===== config.mk =====
export PLATFORM = sky130hd
export DESIGN_NAME = knomial_reduce_schedule
export DESIGN_NICKNAME = d
export VERILOG_FILES = /design/src/design/krs_pkg.sv /design/src/design/krs_ctrl.sv /design/src/design/krs_dpath.sv /design/src/design/knomial_reduce_schedule.sv
export SDC_FILE = /design/constraint.sdc
export NUM_CORES = 1
export LEC_CHECK = 0
export ABC_AREA = 1
export ABC_CLOCK_PERIOD_IN_PS = 15700
export BUFFER_PORTS_ARGS = -buffer_cell sky130_fd_sc_hd__clkbuf_2
export CAP_MARGIN = 15
export CELL_PAD_IN_SITES_DETAIL_PLACEMENT = 2
export CELL_PAD_IN_SITES_GLOBAL_PLACEMENT = 2
export CORE_MARGIN = 1
export CORE_UTILIZATION = 35
export DETAILED_ROUTE_END_ITERATION = 6
export PLACE_DENSITY = 0.8
export SKIP_LAST_GASP = 1
export SYNTH_ARGS = -nofsm -noshare
export SYNTH_HDL_FRONTEND = slang
export SYNTH_SLANG_ARGS = --single-unit

===== constraint.sdc =====
create_clock -name clk -period 15.7 [get_ports clk]
set_input_delay 1.57 -clock clk [delete_from_list [all_inputs] [get_ports clk]]
set_output_delay 1.57 -clock clk [all_outputs]
set_load 0.02 [all_outputs]

===== src/design/krs_pkg.sv =====
`default_nettype none

package krs_pkg;

  // Field widths
  localparam int RANK_W  = 10;
  localparam int SIZE_W  = 11;
  localparam int RADIX_W = 4;
  localparam int LEVEL_W = 4;
  localparam int SLOT_W  = 5;
  localparam int DIST_W  = 13;
  localparam int CHILD_W = 3;
  localparam int VP_W    = 14;
  localparam int RECIP_W = 14;

  // Group and radix limits
  localparam logic [SIZE_W-1:0]  MAX_GROUP   = 11'd1024;
  localparam logic [RADIX_W-1:0] MIN_RADIX   = 4'd2;
  localparam logic [RADIX_W-1:0] MAX_RADIX   = 4'd8;
  localparam logic [RADIX_W-1:0] RADIX_RESET = 4'd4;

  // q / r == (q * recip(r)) >> RECIP_SHIFT, exact for q < 1024 and r <= 8
  localparam int RECIP_SHIFT = 14;

  typedef enum logic [1:0] {
    KIND_RECV = 2'd0,
    KIND_SEND = 2'd1,
    KIND_DONE = 2'd2,
    KIND_BAD  = 2'd3
  } kind_t;

  typedef enum logic [3:0] {
    ST_IDLE,
    ST_CHECK,
    ST_DIV,
    ST_REM,
    ST_DECIDE,
    ST_RECV,
    ST_SEND,
    ST_NEXT,
    ST_DONE,
    ST_BAD
  } krs_state_t;

  // Controller to datapath
  typedef struct packed {
    logic  load;
    logic  setup;
    logic  div;
    logic  rem;
    logic  decide;
    logic  step;
    logic  next_lvl;
    logic  emit;
    kind_t kind;
  } krs_cmd_t;

  // Datapath to controller
  typedef struct packed {
    logic bad;
    logic single;
    logic pos_zero;
    logic child_live;
    logic child_last;
    logic more;
    logic out_free;
  } krs_stat_t;

  // Scaled reciprocal, ceil(2^14 / r), for the clamped radix
  function automatic logic [RECIP_W-1:0] recip_of(input logic [RADIX_W-1:0] r);
    logic [RECIP_W-1:0] m;
    case (r)
      4'd2:    m = 14'd8192;
      4'd3:    m = 14'd5462;
      4'd4:    m = 14'd4096;
      4'd5:    m = 14'd3277;
      4'd6:    m = 14'd2731;
      4'd7:    m = 14'd2341;
      4'd8:    m = 14'd2048;
      default: m = 14'd8192;
    endcase
    return m;
  endfunction

endpackage

`default_nettype wire


===== src/design/krs_ctrl.sv =====
`default_nettype none

module krs_ctrl
  import krs_pkg::*;
(
  input  logic      clk,
  input  logic      rst_n,
  input  logic      in_valid,
  output logic      in_ready,
  input  krs_stat_t stat,
  output krs_cmd_t  cmd
);

  krs_state_t state_r, state_nxt;

  // State register
  always_ff @(posedge clk) begin
    if (!rst_n) begin
      state_r <= ST_IDLE;
    end else begin
      state_r <= state_nxt;
    end
  end

  // Next state and commands
  always_comb begin
    state_nxt = state_r;
    cmd       = '0;
    cmd.kind  = KIND_DONE;
    in_ready  = 1'b0;
    case (state_r)
      ST_IDLE: begin
        in_ready = 1'b1;
        if (in_valid) begin
          cmd.load  = 1'b1;
          state_nxt = ST_CHECK;
        end
      end
      ST_CHECK: begin
        cmd.setup = 1'b1;
        if (stat.bad) begin
          state_nxt = ST_BAD;
        end else if (stat.single) begin
          state_nxt = ST_DONE;
        end else begin
          state_nxt = ST_DIV;
        end
      end
      ST_DIV: begin
        cmd.div   = 1'b1;
        state_nxt = ST_REM;
      end
      ST_REM: begin
        cmd.rem   = 1'b1;
        state_nxt = ST_DECIDE;
      end
      ST_DECIDE: begin
        cmd.decide = 1'b1;
        state_nxt  = stat.pos_zero ? ST_RECV : ST_SEND;
      end
      ST_RECV: begin
        // children past the group end are skipped without an item
        if (!stat.child_live || stat.out_free) begin
          cmd.step  = 1'b1;
          cmd.emit  = stat.child_live;
          cmd.kind  = KIND_RECV;
          state_nxt = stat.child_last ? ST_NEXT : ST_RECV;
        end
      end
      ST_SEND: begin
        // after its send a member has nothing left to do
        if (stat.out_free) begin
          cmd.emit  = 1'b1;
          cmd.kind  = KIND_SEND;
          state_nxt = ST_DONE;
        end
      end
      ST_NEXT: begin
        cmd.next_lvl = 1'b1;
        state_nxt    = stat.more ? ST_DIV : ST_DONE;
      end
      ST_DONE: begin
        if (stat.out_free) begin
          cmd.emit  = 1'b1;
          cmd.kind  = KIND_DONE;
          state_nxt = ST_IDLE;
        end
      end
      ST_BAD: begin
        if (stat.out_free) begin
          cmd.emit  = 1'b1;
          cmd.kind  = KIND_BAD;
          state_nxt = ST_IDLE;
        end
      end
      default: begin
        state_nxt = ST_IDLE;
      end
    endcase
  end

endmodule

`default_nettype wire


===== src/design/krs_dpath.sv =====
`default_nettype none

module krs_dpath
  import krs_pkg::*;
(
  input  logic               clk,
  input  logic               rst_n,
  input  logic               cfg_wr_en,
  input  logic [RADIX_W-1:0] cfg_wr_data,
  input  logic [RANK_W-1:0]  in_own_rank,
  input  logic [RANK_W-1:0]  in_root_rank,
  input  logic [SIZE_W-1:0]  in_group_size,
  input  krs_cmd_t           cmd,
  output krs_stat_t          stat,
  input  logic               out_ready,
  output logic               out_valid,
  output logic [1:0]         out_kind,
  output logic [RANK_W-1:0]  out_peer,
  output logic [LEVEL_W-1:0] out_level,
  output logic [SLOT_W-1:0]  out_slot,
  output logic               out_last
);

  logic [RADIX_W-1:0] radix_r;
  logic [RANK_W-1:0]  own_r, root_r;
  logic [SIZE_W-1:0]  size_r;
  logic [RADIX_W-1:0] r_r;
  logic [RANK_W-1:0]  vrank_r, q_r, qq_r;
  logic [CHILD_W-1:0] pos_r, c_r;
  logic [DIST_W-1:0]  d_r;
  logic [LEVEL_W-1:0] level_r;
  logic [VP_W-1:0]    vp_r;
  logic [SLOT_W-1:0]  slot_r;

  logic               out_valid_r;
  kind_t              out_kind_r, out_kind_nxt;
  logic [RANK_W-1:0]  out_peer_r, out_peer_nxt;
  logic [LEVEL_W-1:0] out_level_r, out_level_nxt;
  logic [SLOT_W-1:0]  out_slot_r, out_slot_nxt;
  logic               out_last_r, out_last_nxt;

  logic [RADIX_W-1:0]          radix_lim, r_nxt;
  logic [SIZE_W-1:0]           vrank_wide;
  logic [RANK_W+RECIP_W-1:0]   quo_prod;
  logic [RANK_W+RADIX_W-1:0]   rem_prod;
  logic [RANK_W-1:0]           pos_full;
  logic [RADIX_W-1:0]          r_m1;
  logic [CHILD_W-1:0]          k_sel;
  logic [CHILD_W+DIST_W-1:0]   kd_prod;
  logic [VP_W-1:0]             vp_nxt;
  logic [DIST_W+RADIX_W-1:0]   dr_prod;
  logic [VP_W:0]               peer_sum, peer_mod;

  // Radix register
  always_ff @(posedge clk) begin
    if (!rst_n) begin
      radix_r <= RADIX_RESET;
    end else if (cfg_wr_en) begin
      radix_r <= cfg_wr_data;
    end
  end

  // Radix clamp: 2..MAX_RADIX, then group size
  always_comb begin
    if (radix_r < MIN_RADIX) begin
      radix_lim = MIN_RADIX;
    end else if (radix_r > MAX_RADIX) begin
      radix_lim = MAX_RADIX;
    end else begin
      radix_lim = radix_r;
    end
    if ({{(SIZE_W-RADIX_W){1'b0}}, radix_lim} > size_r) begin
      r_nxt = size_r[RADIX_W-1:0];
    end else begin
      r_nxt = radix_lim;
    end
  end

  // Re-base on the root, ranks already known below the size
  always_comb begin
    if (own_r >= root_r) begin
      vrank_wide = {1'b0, own_r} - {1'b0, root_r};
    end else begin
      vrank_wide = {1'b0, own_r} + size_r - {1'b0, root_r};
    end
  end

  // Digit extraction: quotient by reciprocal, then remainder
  assign quo_prod = q_r * recip_of(r_r);
  assign rem_prod = qq_r * r_r;
  assign pos_full = q_r - rem_prod[RANK_W-1:0];

  // Offset to the highest child or back to the parent
  assign r_m1    = r_r - 4'd1;
  assign k_sel   = (pos_r == '0) ? r_m1[CHILD_W-1:0] : pos_r;
  assign kd_prod = k_sel * d_r;
  assign vp_nxt  = (pos_r == '0)
                 ? {{(VP_W-RANK_W){1'b0}}, vrank_r} + kd_prod[VP_W-1:0]
                 : {{(VP_W-RANK_W){1'b0}}, vrank_r} - kd_prod[VP_W-1:0];

  assign dr_prod = d_r * r_r;

  // Virtual peer back to real rank
  always_comb begin
    peer_sum = {1'b0, vp_r} + {{(VP_W+1-RANK_W){1'b0}}, root_r};
    if (peer_sum >= {{(VP_W+1-SIZE_W){1'b0}}, size_r}) begin
      peer_mod = peer_sum - {{(VP_W+1-SIZE_W){1'b0}}, size_r};
    end else begin
      peer_mod = peer_sum;
    end
  end

  // Status
  always_comb begin
    stat.bad        = (size_r == '0) || (size_r > MAX_GROUP) ||
                      ({1'b0, own_r} >= size_r) || ({1'b0, root_r} >= size_r);
    stat.single     = (size_r == 11'd1);
    stat.pos_zero   = (pos_r == '0);
    stat.child_live = (vp_r < {{(VP_W-SIZE_W){1'b0}}, size_r});
    stat.child_last = (c_r == 3'd1);
    stat.more       = (dr_prod < {{(DIST_W+RADIX_W-SIZE_W){1'b0}}, size_r});
    stat.out_free   = !out_valid_r || out_ready;
  end

  // Walk registers
  always_ff @(posedge clk) begin
    if (cmd.load) begin
      own_r  <= in_own_rank;
      root_r <= in_root_rank;
      size_r <= in_group_size;
    end
    if (cmd.setup) begin
      r_r     <= r_nxt;
      vrank_r <= vrank_wide[RANK_W-1:0];
      q_r     <= vrank_wide[RANK_W-1:0];
      d_r     <= 13'd1;
      level_r <= '0;
    end
    if (cmd.div) begin
      qq_r <= quo_prod[RECIP_SHIFT +: RANK_W];
    end
    if (cmd.rem) begin
      pos_r <= pos_full[CHILD_W-1:0];
    end
    if (cmd.decide) begin
      vp_r   <= vp_nxt;
      c_r    <= r_m1[CHILD_W-1:0];
      slot_r <= '0;
      if (pos_r == '0) begin
        q_r <= qq_r;
      end
    end
    if (cmd.step) begin
      c_r  <= c_r - 3'd1;
      vp_r <= vp_r - {{(VP_W-DIST_W){1'b0}}, d_r};
      if (stat.child_live) begin
        slot_r <= slot_r + 5'd1;
      end
    end
    if (cmd.next_lvl) begin
      d_r     <= dr_prod[DIST_W-1:0];
      level_r <= level_r + 4'd1;
    end
  end

  // Result fields by kind
  always_comb begin
    out_kind_nxt  = cmd.kind;
    out_peer_nxt  = '0;
    out_level_nxt = '0;
    out_slot_nxt  = '0;
    out_last_nxt  = 1'b0;
    case (cmd.kind)
      KIND_RECV: begin
        out_peer_nxt  = peer_mod[RANK_W-1:0];
        out_level_nxt = level_r;
        out_slot_nxt  = slot_r;
      end
      KIND_SEND: begin
        out_peer_nxt  = peer_mod[RANK_W-1:0];
        out_level_nxt = level_r;
      end
      KIND_DONE: out_last_nxt = 1'b1;
      KIND_BAD:  out_last_nxt = 1'b1;
      default:   out_last_nxt = 1'b1;
    endcase
  end

  // Output register
  always_ff @(posedge clk) begin
    if (!rst_n) begin
      out_valid_r <= 1'b0;
    end else if (cmd.emit) begin
      out_valid_r <= 1'b1;
    end else if (out_ready) begin
      out_valid_r <= 1'b0;
    end
  end

  always_ff @(posedge clk) begin
    if (cmd.emit) begin
      out_kind_r  <= out_kind_nxt;
      out_peer_r  <= out_peer_nxt;
      out_level_r <= out_level_nxt;
      out_slot_r  <= out_slot_nxt;
      out_last_r  <= out_last_nxt;
    end
  end

  assign out_valid = out_valid_r;
  assign out_kind  = out_kind_r;
  assign out_peer  = out_peer_r;
  assign out_level = out_level_r;
  assign out_slot  = out_slot_r;
  assign out_last  = out_last_r;

`ifndef SYNTH
  // never overwrite an item that is still waiting
  a_emit_free: assert property (@(posedge clk) disable iff (!rst_n)
    cmd.emit |-> (!out_valid_r || out_ready))
    else $error("krs_dpath: item emitted over a pending item");

  // reciprocal quotient must leave a digit below the radix
  a_digit_range: assert property (@(posedge clk) disable iff (!rst_n)
    cmd.decide |-> (pos_r < r_r[CHILD_W:0]))
    else $error("krs_dpath: digit not below radix");

  // receive slots count at most r-1 children per level
  a_slot_range: assert property (@(posedge clk) disable iff (!rst_n)
    (out_valid_r && out_kind_r == KIND_RECV) |-> ({1'b0, out_slot_r} < {2'b0, r_r}))
    else $error("krs_dpath: receive slot out of range");

  // only done and bad input close a run
  a_last_kind: assert property (@(posedge clk) disable iff (!rst_n)
    (out_valid_r && out_last_r) |-> (out_kind_r == KIND_DONE || out_kind_r == KIND_BAD))
    else $error("krs_dpath: last flag on an event item");
`endif

endmodule

`default_nettype wire


===== src/design/knomial_reduce_schedule.sv =====
`default_nettype none

// Channel | Handshake                 | Payload
// in      | in_valid / in_ready       | in_own_rank, in_root_rank, in_group_size
// out     | out_valid / out_ready     | out_kind, out_peer, out_level, out_slot, out_last
// cfg     | cfg_wr_en                 | cfg_wr_data (radix)
//
// One request at a time; in_ready is high only while the controller is idle.
// A request: load, check, levels, final item, plus output stalls. Receiving level:
// divide, remainder, decide, a step per child position, level step. Sending level:
// divide, remainder, decide, send, ending the walk. Bad or single-member input: no levels.
// Synchronous active-low reset; radix resets to 4.
// A full output register stalls the walk until out_ready frees it.

module knomial_reduce_schedule
  import krs_pkg::*;
(
  input  logic               clk,
  input  logic               rst_n,
  input  logic               cfg_wr_en,
  input  logic [RADIX_W-1:0] cfg_wr_data,
  input  logic               in_valid,
  output logic               in_ready,
  input  logic [RANK_W-1:0]  in_own_rank,
  input  logic [RANK_W-1:0]  in_root_rank,
  input  logic [SIZE_W-1:0]  in_group_size,
  output logic               out_valid,
  input  logic               out_ready,
  output logic [1:0]         out_kind,
  output logic [RANK_W-1:0]  out_peer,
  output logic [LEVEL_W-1:0] out_level,
  output logic [SLOT_W-1:0]  out_slot,
  output logic               out_last
);

  krs_cmd_t  cmd;
  krs_stat_t stat;

  // Sequencer
  krs_ctrl u_ctrl (
    .clk      (clk),
    .rst_n    (rst_n),
    .in_valid (in_valid),
    .in_ready (in_ready),
    .stat     (stat),
    .cmd      (cmd)
  );

  // Walk arithmetic and result register
  krs_dpath u_dpath (
    .clk           (clk),
    .rst_n         (rst_n),
    .cfg_wr_en     (cfg_wr_en),
    .cfg_wr_data   (cfg_wr_data),
    .in_own_rank   (in_own_rank),
    .in_root_rank  (in_root_rank),
    .in_group_size (in_group_size),
    .cmd           (cmd),
    .stat          (stat),
    .out_ready     (out_ready),
    .out_valid     (out_valid),
    .out_kind      (out_kind),
    .out_peer      (out_peer),
    .out_level     (out_level),
    .out_slot      (out_slot),
    .out_last      (out_last)
  );

endmodule

`default_nettype wire


==> results of run 1 <==
layout make-up:
class                      instances  area, µm²  area share, %
clock buffer                      17        425           2.23
clock inverter                    15        164          0.858
sequential                       137       3870           20.3
multi-input combinational       1646      11700           61.4
inverter                         451       1700           8.87
tap                              664        831           4.35
timing repair buffer              73        394           2.06
how the worst max path moves through the flow:
stage	slack (ns)	start	cells after the start	end
after floorplan	9.71	u_dpath.r_r[1]$_DFFE_PP_	27	u_dpath.qq_r[5]$_DFFE_PP_
final	8.70	u_dpath.r_r[1]$_DFFE_PP_	24	u_dpath.qq_r[5]$_DFFE_PP_
after global placement	8.98	u_dpath.r_r[0]$_DFFE_PP_	22	u_dpath.qq_r[5]$_DFFE_PP_
after global routing	8.34	u_dpath.r_r[1]$_DFFE_PP_	24	u_dpath.qq_r[5]$_DFFE_PP_
after CTS	8.74	u_dpath.r_r[2]$_DFFE_PP_	24	u_dpath.qq_r[5]$_DFFE_PP_
after detailed placement	8.73	u_dpath.r_r[2]$_DFFE_PP_	22	u_dpath.qq_r[5]$_DFFE_PP_
cells in the final DEF (no fill, tap or decap), drive strengths merged, types with 15 or more instances in the layout:
| master | Yosys | final |
|---|---|---|
| nand2 | 539 | 539 |
| inv | 446 | 452 |
| nor2 | 226 | 226 |
| ha | 208 | 208 |
| fa | 142 | 142 |
| a21oi | 129 | 129 |
| edfxtp | 113 | 113 |
| o21ai | 105 | 105 |
| nand3 | 95 | 95 |
| clkbuf | 26 | 80 |
| xor2 | 57 | 57 |
| nand4 | 29 | 29 |
| xnor2 | 25 | 25 |
| dfxtp | 24 | 24 |
| a21o | 15 | 15 |
| nor3 | 15 | 15 |
per-layer routing:
| layer | vias to the layer above | part of all wire, % |
|---|---|---|
| li1 | 7339 | - |
| met1 | 7822 | 44 |
| met2 | 170 | 51 |
| met3 | 66 | 2.4 |
| met4 | 2 | 2.0 |
| met5 | - | 0.020 |
per-stage QoR:
step                instances  cell area, µm²  hold WS (ns)  utilization, %
finish                   3003           19100         0.457            39.0
global route             3003           19100         0.489            39.0
CTS                      3002           19100         0.456            38.9
detailed placement       2970           18500         0.441            37.7
global placement         2970           18500         0.439            37.7
floorplan                2270           17400         0.419               -
cell families (layout without fill, tap and decap cells):
logic type / Yosys count / after routing / share of synthesized area (%)
AND/OR/NAND/NOR: 920 / 920 / 22.2
buffers and inverters: 487 / 556 / 10.6
adder cells (fa/ha/maj): 350 / 350 / 31.2
AO/OA/AOI/OAI: 294 / 294 / 9.63
flip-flops: 137 / 137 / 22.2
XOR/XNOR: 82 / 82 / 4.16
worst max-delay path, stage by stage, from the launching register on:
cell       delay (ns)
edfxtp_1         0.77
ha_1             0.29
nand3_1          0.39
nand2_1          0.40
inv_1            0.17
nand2_1          0.39
nand2_1          0.10
inv_1            0.09
fa_1             0.44
fa_1             0.53
fa_1             0.52
fa_1             0.57
inv_1            0.07
fa_1             0.54
inv_1            0.05
ha_1             0.32
nand2_1          0.09
nor2_1           0.06
inv_1            0.09
nor2_1           0.07
nand2_1          0.08
nor2_1           0.05
a2111oi_0        0.32
o21ai_0          0.18
xor2_1           0.17
synth_stat cells (5+ instances only):
cell,n
nand2_1,524
inv_1,436
nor2_1,217
ha_1,208
fa_1,142
a21oi_1,126
edfxtp_1,113
nand3_1,92
o21ai_0,90
xor2_1,57
nand4_1,27
clkbuf_1,26
dfxtp_1,24
xnor2_1,24
a21o_1,15
nor3_1,14
nand2_2,12
o21ai_1,12
inv_2,9
a31oi_1,8
o21bai_1,7
clkinv_1,5
nor4_1,5
o211ai_1,5
flip-flops by register name, indices dropped and copies added (netlist names):
signal / cells
u_dpath.out_slot: 5
u_dpath.root_r: 10
u_dpath.out_level: 4
u_dpath.c_r: 3
u_dpath.d_r: 13
u_dpath.level_r: 4
u_dpath.pos_r: 3
u_dpath.out_valid: 1
u_dpath.out_peer: 10
u_dpath.qq_r: 10
u_dpath.out_kind: 1
u_dpath.q_r: 10
u_ctrl.state_r: 4
u_dpath.out_last: 1
u_dpath.size_r: 11
u_dpath.vrank_r: 10
u_dpath.r_r: 4
u_dpath.vp_r: 14
u_dpath.radix_r: 4
u_dpath.own_r: 10
u_dpath.slot_r: 5
==> reports/metrics.csv, run 1 <==
metric,value,unit
Worst R2R End,u_dpath.qq_r[5]$_DFFE_PP_,
Syn Area/Cell,7.69,µm²
pin count of the biggest net entering global routing,32,
TritonCTS clock tree,done,
fraction of registers with async set/reset,0,%
clk buf depth,2,
drt pass-1 iters,5,
initial antenna violation count,1,
Final ANT Viol Nets,0,
crit end category,flop,
1st-iter DRT viols,604,
Synth top area share,19.4,%
site row count,81,
Final period util,44.6,%
Max-Cap Viols,0,
Reg2Reg Depth,24,
Syn Inst Count,2270,
setup TNS,0,ns
count of final max-slew check failures,0,
met1 GRT Util,31.3,%
number of I/O port buffers,63,
Yosys top cell by area,edfxtp_1,
number of synthesized flops with an enable pin,113,
# resized after CTS,0,
All-Layer GR Usage,24.9,%
Synth warnings,0,
Hold Fails Final Rpt,0,
H-tree depth,4,
clock root cell,clkbuf_16,
Post-CTS Hold Buffers,0,
share of layout cells above drive strength 1,6.84,%
startpoint class of the critical path,flop,
Die ar.,50700,µm²
synthesized flop and latch total,137,
status,"complete, no violations",
"Seq/Total Area, Yosys",22.2,%
post-layout worst setup margin,8.70,ns
Initial Utilization,35.6,%
Die Height,225,µm
post-CTS setup repair buffer count,0,
Worst Max-Slew Pin Slew,1.13,ns
GPL Wtd Cong,0.872,
r2r setup slk,8.70,ns
HPWL Detailed,50900,µm
routed wire length,60600,µm
Netlist cell types,60,
min cycle time layout,7.00,ns
drt wl/cell,20.2,µm
Hold Crit Depth,2,
CP required,15.92,ns
global-route wire length before repair,97300,µm
cell area after synthesis,17400,µm²
Setup-failing EPs final,0,
top-level I/O count,64,
worst clock skew,0.0141,ns
fillers,5789,
Hold Crit Start,u_dpath.qq_r[9]$_DFFE_PP_,
pre-CTS setup slack,8.73,ns
via-per-instance ratio,5.13,
final net count,2716,
GRT busiest layer,met2,
synthesized net count,2660,
fmax,0.143,GHz
GR Util met2,45.1,%
vias,15400,
Sink Count,137,
"Clk Latency, worst-skew pair",0.47,ns
Synth-to-Final Area Change,9.53,%
WHS Endpoint,u_dpath.q_r[9]$_DFF_P_,
r2r startpoint,u_dpath.r_r[1]$_DFFE_PP_,
Diodes inserted,0,
Synth area leaders,"edfxtp_1 19%, fa_1 16%, ha_1 15%, nand2_1 11%, inv_1 9.4%",
RSZ-0062 raised after global routing,false,
Max-slew headroom,24.4,%
Worst Hold Class,reg -> reg,
total gr overflow,0,
GR Util met3,2.99,%
core area,49100,µm²
Die W,225,µm
CTS Buf Count,17,
critical path type,reg -> reg,
"Primary FF master, synth",edfxtp_1,
Critical Path Fanout Max,18,
crit path DAT,7.22,ns
Worst-path clk slew,0.08,ns
DRC viols,0,
number of global-route vias before repair,17600,
Power of run 1 is not shown: default switching activity piles up to over one toggle a cycle in this logic, so the estimate is an artifact.
==> run 2: changes to the inputs <==
ABC_AREA = 0   (was 1)
ABC_CLOCK_PERIOD_IN_PS = 6200   (was 15700)
PLACE_DENSITY = 0.79   (was 0.8)
clock period = 6.2 ns   (was 15.7 ns; I/O delays follow)
==> run 2 against run 1 <==
Net effect:
- the run now ends with setup timing left
- synthesized cell count is 20% lower
- worst setup slack worse by 9.0 ns
- wire length is 4.8% lower
- critical path depth stayed put
- global-route usage hardly changed
- first-iteration DRC count is 8.8% lower
- design area is 0.24% lower
- fmax is 7.1% higher
- sequential share of layout area hardly changed
- sequential cell count stayed put
- die area is 5.2% lower
- critical path type unchanged
- highest routed layer is now met4
==> reports/metrics.csv, run 2 <==
metric,value,unit,change
status,"complete, but fails checks",,"was complete, no violations"
failing checks,setup timing,,
startpoint class of the critical path,flop,,unchanged
Final ANT Viol Nets,0,,unchanged
Hold Fails Final Rpt,0,,unchanged
Yosys top cell by area,edfxtp_1,,unchanged
number of global-route vias before repair,16100,,was 17.6k
fmax,0.153,GHz,was 0.143 GHz
Die ar.,48100,µm²,"was 50,700 µm²"
count of final max-slew check failures,0,,unchanged
CTS Buf Count,17,,unchanged
"slowest stage delay, CP",0.54,ns,was 0.77 ns
Worst Hold Class,in -> reg,,was reg -> reg
DRC viols,0,,unchanged
"Seq/Total Area, Yosys",23.4,%,was 22.2%
RSZ-0062 raised after global routing,true,,was false
1st-iter DRT viols,551,,was 604
number of I/O port buffers,63,,unchanged
vias,14000,,was 15.4k
crit end category,flop,,unchanged
Die Height,219,µm,was 225 µm
GPL Wtd Cong,0.848,,was 0.872
initial antenna violation count,0,,was 1
Synth warnings,0,,unchanged
placed cell count,2530,,"was 2,970"
min cycle time layout,6.54,ns,was 7.00 ns
drt wl/cell,22.4,µm,was 20.2 µm
pin count of the biggest net entering global routing,25,,was 32
worst-path cell chain,buf_6 -> buf_6 -> inv_8 -> ha_4 -> and3b_2 -> buf_12 -> buf_8 -> nand2_4 -> fa_1 -> inv_1 -> fa_1 -> fa_1 -> fa_1 -> inv_2 -> fa_1 -> inv_1 -> ha_1 -> and3_4 -> a221o_1 -> o31a_1 -> a221o_1 -> a211o_1 -> a21oi_2 -> xnor2_1,,was ha_1 -> nand3_1 -> nand2_1 -> inv_1 -> nand2_1 -> nand2_1 -> inv_1 -> fa_1 -> fa_1 -> fa_1 -> fa_1 -> inv_1 -> fa_1 -> inv_1 -> ha_1 -> nand2_1 -> nor2_1 -> inv_1 -> nor2_1 -> nand2_1 -> nor2_1 -> a2111oi_0 -> o21ai_0 -> xor2_1
Post-CTS Hold Buffers,0,,unchanged
routed wire length,57700,µm,"was 60,600 µm"
Sink Count,137,,unchanged
drt pass-1 iters,5,,unchanged
synthesized net count,2213,,"was 2,660"
clock root cell,clkbuf_16,,unchanged
clk buf depth,2,,unchanged
via-per-instance ratio,5.43,,was 5.13
H-tree depth,4,,unchanged
worst clock skew,0.0181,ns,was 0.0141 ns
Post-synth top cells,"266 x inv_1, 208 x ha_1, 206 x nand2_1",,"was 524 x nand2_1, 436 x inv_1, 217 x nor2_1"
global-route wire length before repair,91600,µm,"was 97,300 µm"
share of layout cells above drive strength 1,13.8,%,was 6.84%
Synth-to-Final Area Change,15.3,%,was 9.53%
Biggest register,u_dpath.vp_r,,unchanged
top-count cell post-synth,inv_1,,was nand2_1
final net count,2340,,"was 2,716"
biggest regs,"u_dpath.vp_r x14, u_dpath.d_r x13, u_dpath.size_r x11",,unchanged
Netlist cell types,70,,was 60
Final period util,105,%,was 44.6%
top-level I/O count,64,,unchanged
HPWL Detailed,46200,µm,"was 50,900 µm"
Non-Filler Instances,2570,,"was 3,003"
total gr overflow,0,,unchanged
crit path DAT,6.75,ns,was 7.22 ns
fraction of registers with async set/reset,0,%,unchanged
Largest register FFs,14,,unchanged
cell area after synthesis,16500,µm²,"was 17,400 µm²"
Worst-path clk slew,0.07,ns,was 0.08 ns
core area,46600,µm²,"was 49,100 µm²"
site row count,79,,was 81
Initial Utilization,35.5,%,was 35.6%
post-layout worst setup margin,-0.337,ns,was 8.70 ns
Syn Area/Cell,9.07,µm²,was 7.69 µm²
"Clk Latency, worst-skew pair",0.47,ns,about the same
All-Layer GR Usage,24.9,%,about the same
"Primary FF master, synth",edfxtp_1,,unchanged
critical path's most frequent cell,fa_1,,
"commonest non-fill, non-tap cells in the layout","256 x inv_1, 204 x nand2_1, 199 x ha_1",,"was 524 x nand2_1, 436 x inv_1, 216 x nor2_1"
"Core Util, Final",40.9,%,was 39.0%
CP required,6.41,ns,was 15.92 ns
Setup-failing EPs final,7,,was 0
TritonCTS clock tree,done,,unchanged
Max-Cap Viols,0,,unchanged
CP max stage cell,fa_1,,was edfxtp_1
hold_ws,0.331,ns,was 0.457 ns
critical path type,reg -> reg,,unchanged
number of synthesized flops with an enable pin,113,,unchanged
Critical Path Fanout Max,5,,was 18
Synth top area share,20.5,%,was 19.4%
Synth area leaders,"edfxtp_1 21%, fa_1 17%, ha_1 16%, inv_1 6.0%, nand2_1 4.7%",,"was edfxtp_1 19%, fa_1 16%, ha_1 15%, nand2_1 11%, inv_1 9.4%"
Syn Inst Count,1823,,"was 2,270"
Die W,219,µm,was 225 µm
"most common cell after layout, fill and taps aside",inv_1,,was nand2_1
synthesized flop and latch total,137,,unchanged
Worst Max-Slew Pin Slew,0.990,ns,was 1.13 ns
Max-slew headroom,32.3,%,was 24.4%
Diodes inserted,0,,unchanged
run 2: changes by cell type in the layout (fill, tap and decap cells not counted), moves of 27 or more:
cell,delta
a21oi_1,-46
nand3_1,-62
inv_1,-180
nor2_1,-132
and2_1,+71
mux2i_1,+31
buf_4,+76
xor2_1,-27
nand2_1,-320
xnor2_1,+41
run 2: through the flow:
stage,TNS [ns],worst slack (ns),area (µm²)
2_1_floorplan,-0.141,-0.101,16600
3_3_place_gp,-0.636,-0.256,18100
3_5_place_dp,-1.70,-0.453,18100
4_1_cts,-0.773,-0.268,18900
5_1_grt,-2.61,-0.530,19100
6_report,-1.29,-0.337,19100
run 2: worst paths after layout:
check                                 start                         end  slack [ns]  cells after the start
setup / recovery   u_dpath.r_r[0]$_DFFE_PP_   u_dpath.qq_r[9]$_DFFE_PP_       -0.34                     24
hold / removal               in_own_rank[7]  u_dpath.own_r[7]$_DFFE_PP_        0.33                      1
setup reg to reg   u_dpath.r_r[0]$_DFFE_PP_   u_dpath.qq_r[9]$_DFFE_PP_       -0.34                     24
hold reg to reg   u_dpath.qq_r[3]$_DFFE_PP_      u_dpath.q_r[3]$_DFF_P_        0.47                      2
run 2: logic make-up after synthesis:
group | Yosys count | synth area share [%]
compound gates | 326 | 12.6
xor+xnor | 100 | 5.30
fa+ha+maj | 350 | 32.9
buf+inv | 315 | 7.20
flops | 137 | 23.4
mux | 34 | 2.08
simple gates | 561 | 16.5
run 2: what timing repair did:
| action | in CTS | in global routing |
|---|---|---|
| pin swaps | 37 | 23 |
| resized for setup | 47 | 21 |
| setup endpoints to repair | 8 | 13 |
| buffers inserted | 6 | 3 |
run 2: metal layers:
layer	routed length (µm)	vias up	GRT usage [%]
met5	0	-	0
met4	1500	0	7.75
met3	1420	81	2.81
met2	30600	213	46.5
met1	24100	7257	29.4
li1	-	6407	-
run 2: worst max-delay path: cells and delay by family (launching register included):
kind            cells  cell delay [ns]
compound gates      5             1.59
simple gates        3             0.47
xor+xnor            1             0.07
buf+inv             8             0.72
flops               1             0.38
fa+ha+maj           7             3.01
run 2: layout make-up:
class                      instances  area [µm²]
multi-input combinational       1371       11800
inverter                         266        1010
sequential                       137        3870
clock buffer                      18         439
fill                            5139       27500
timing repair buffer             157        1060
tap                              607         759
clock inverter                    14         145
Power of run 2 is left out for the same reason.
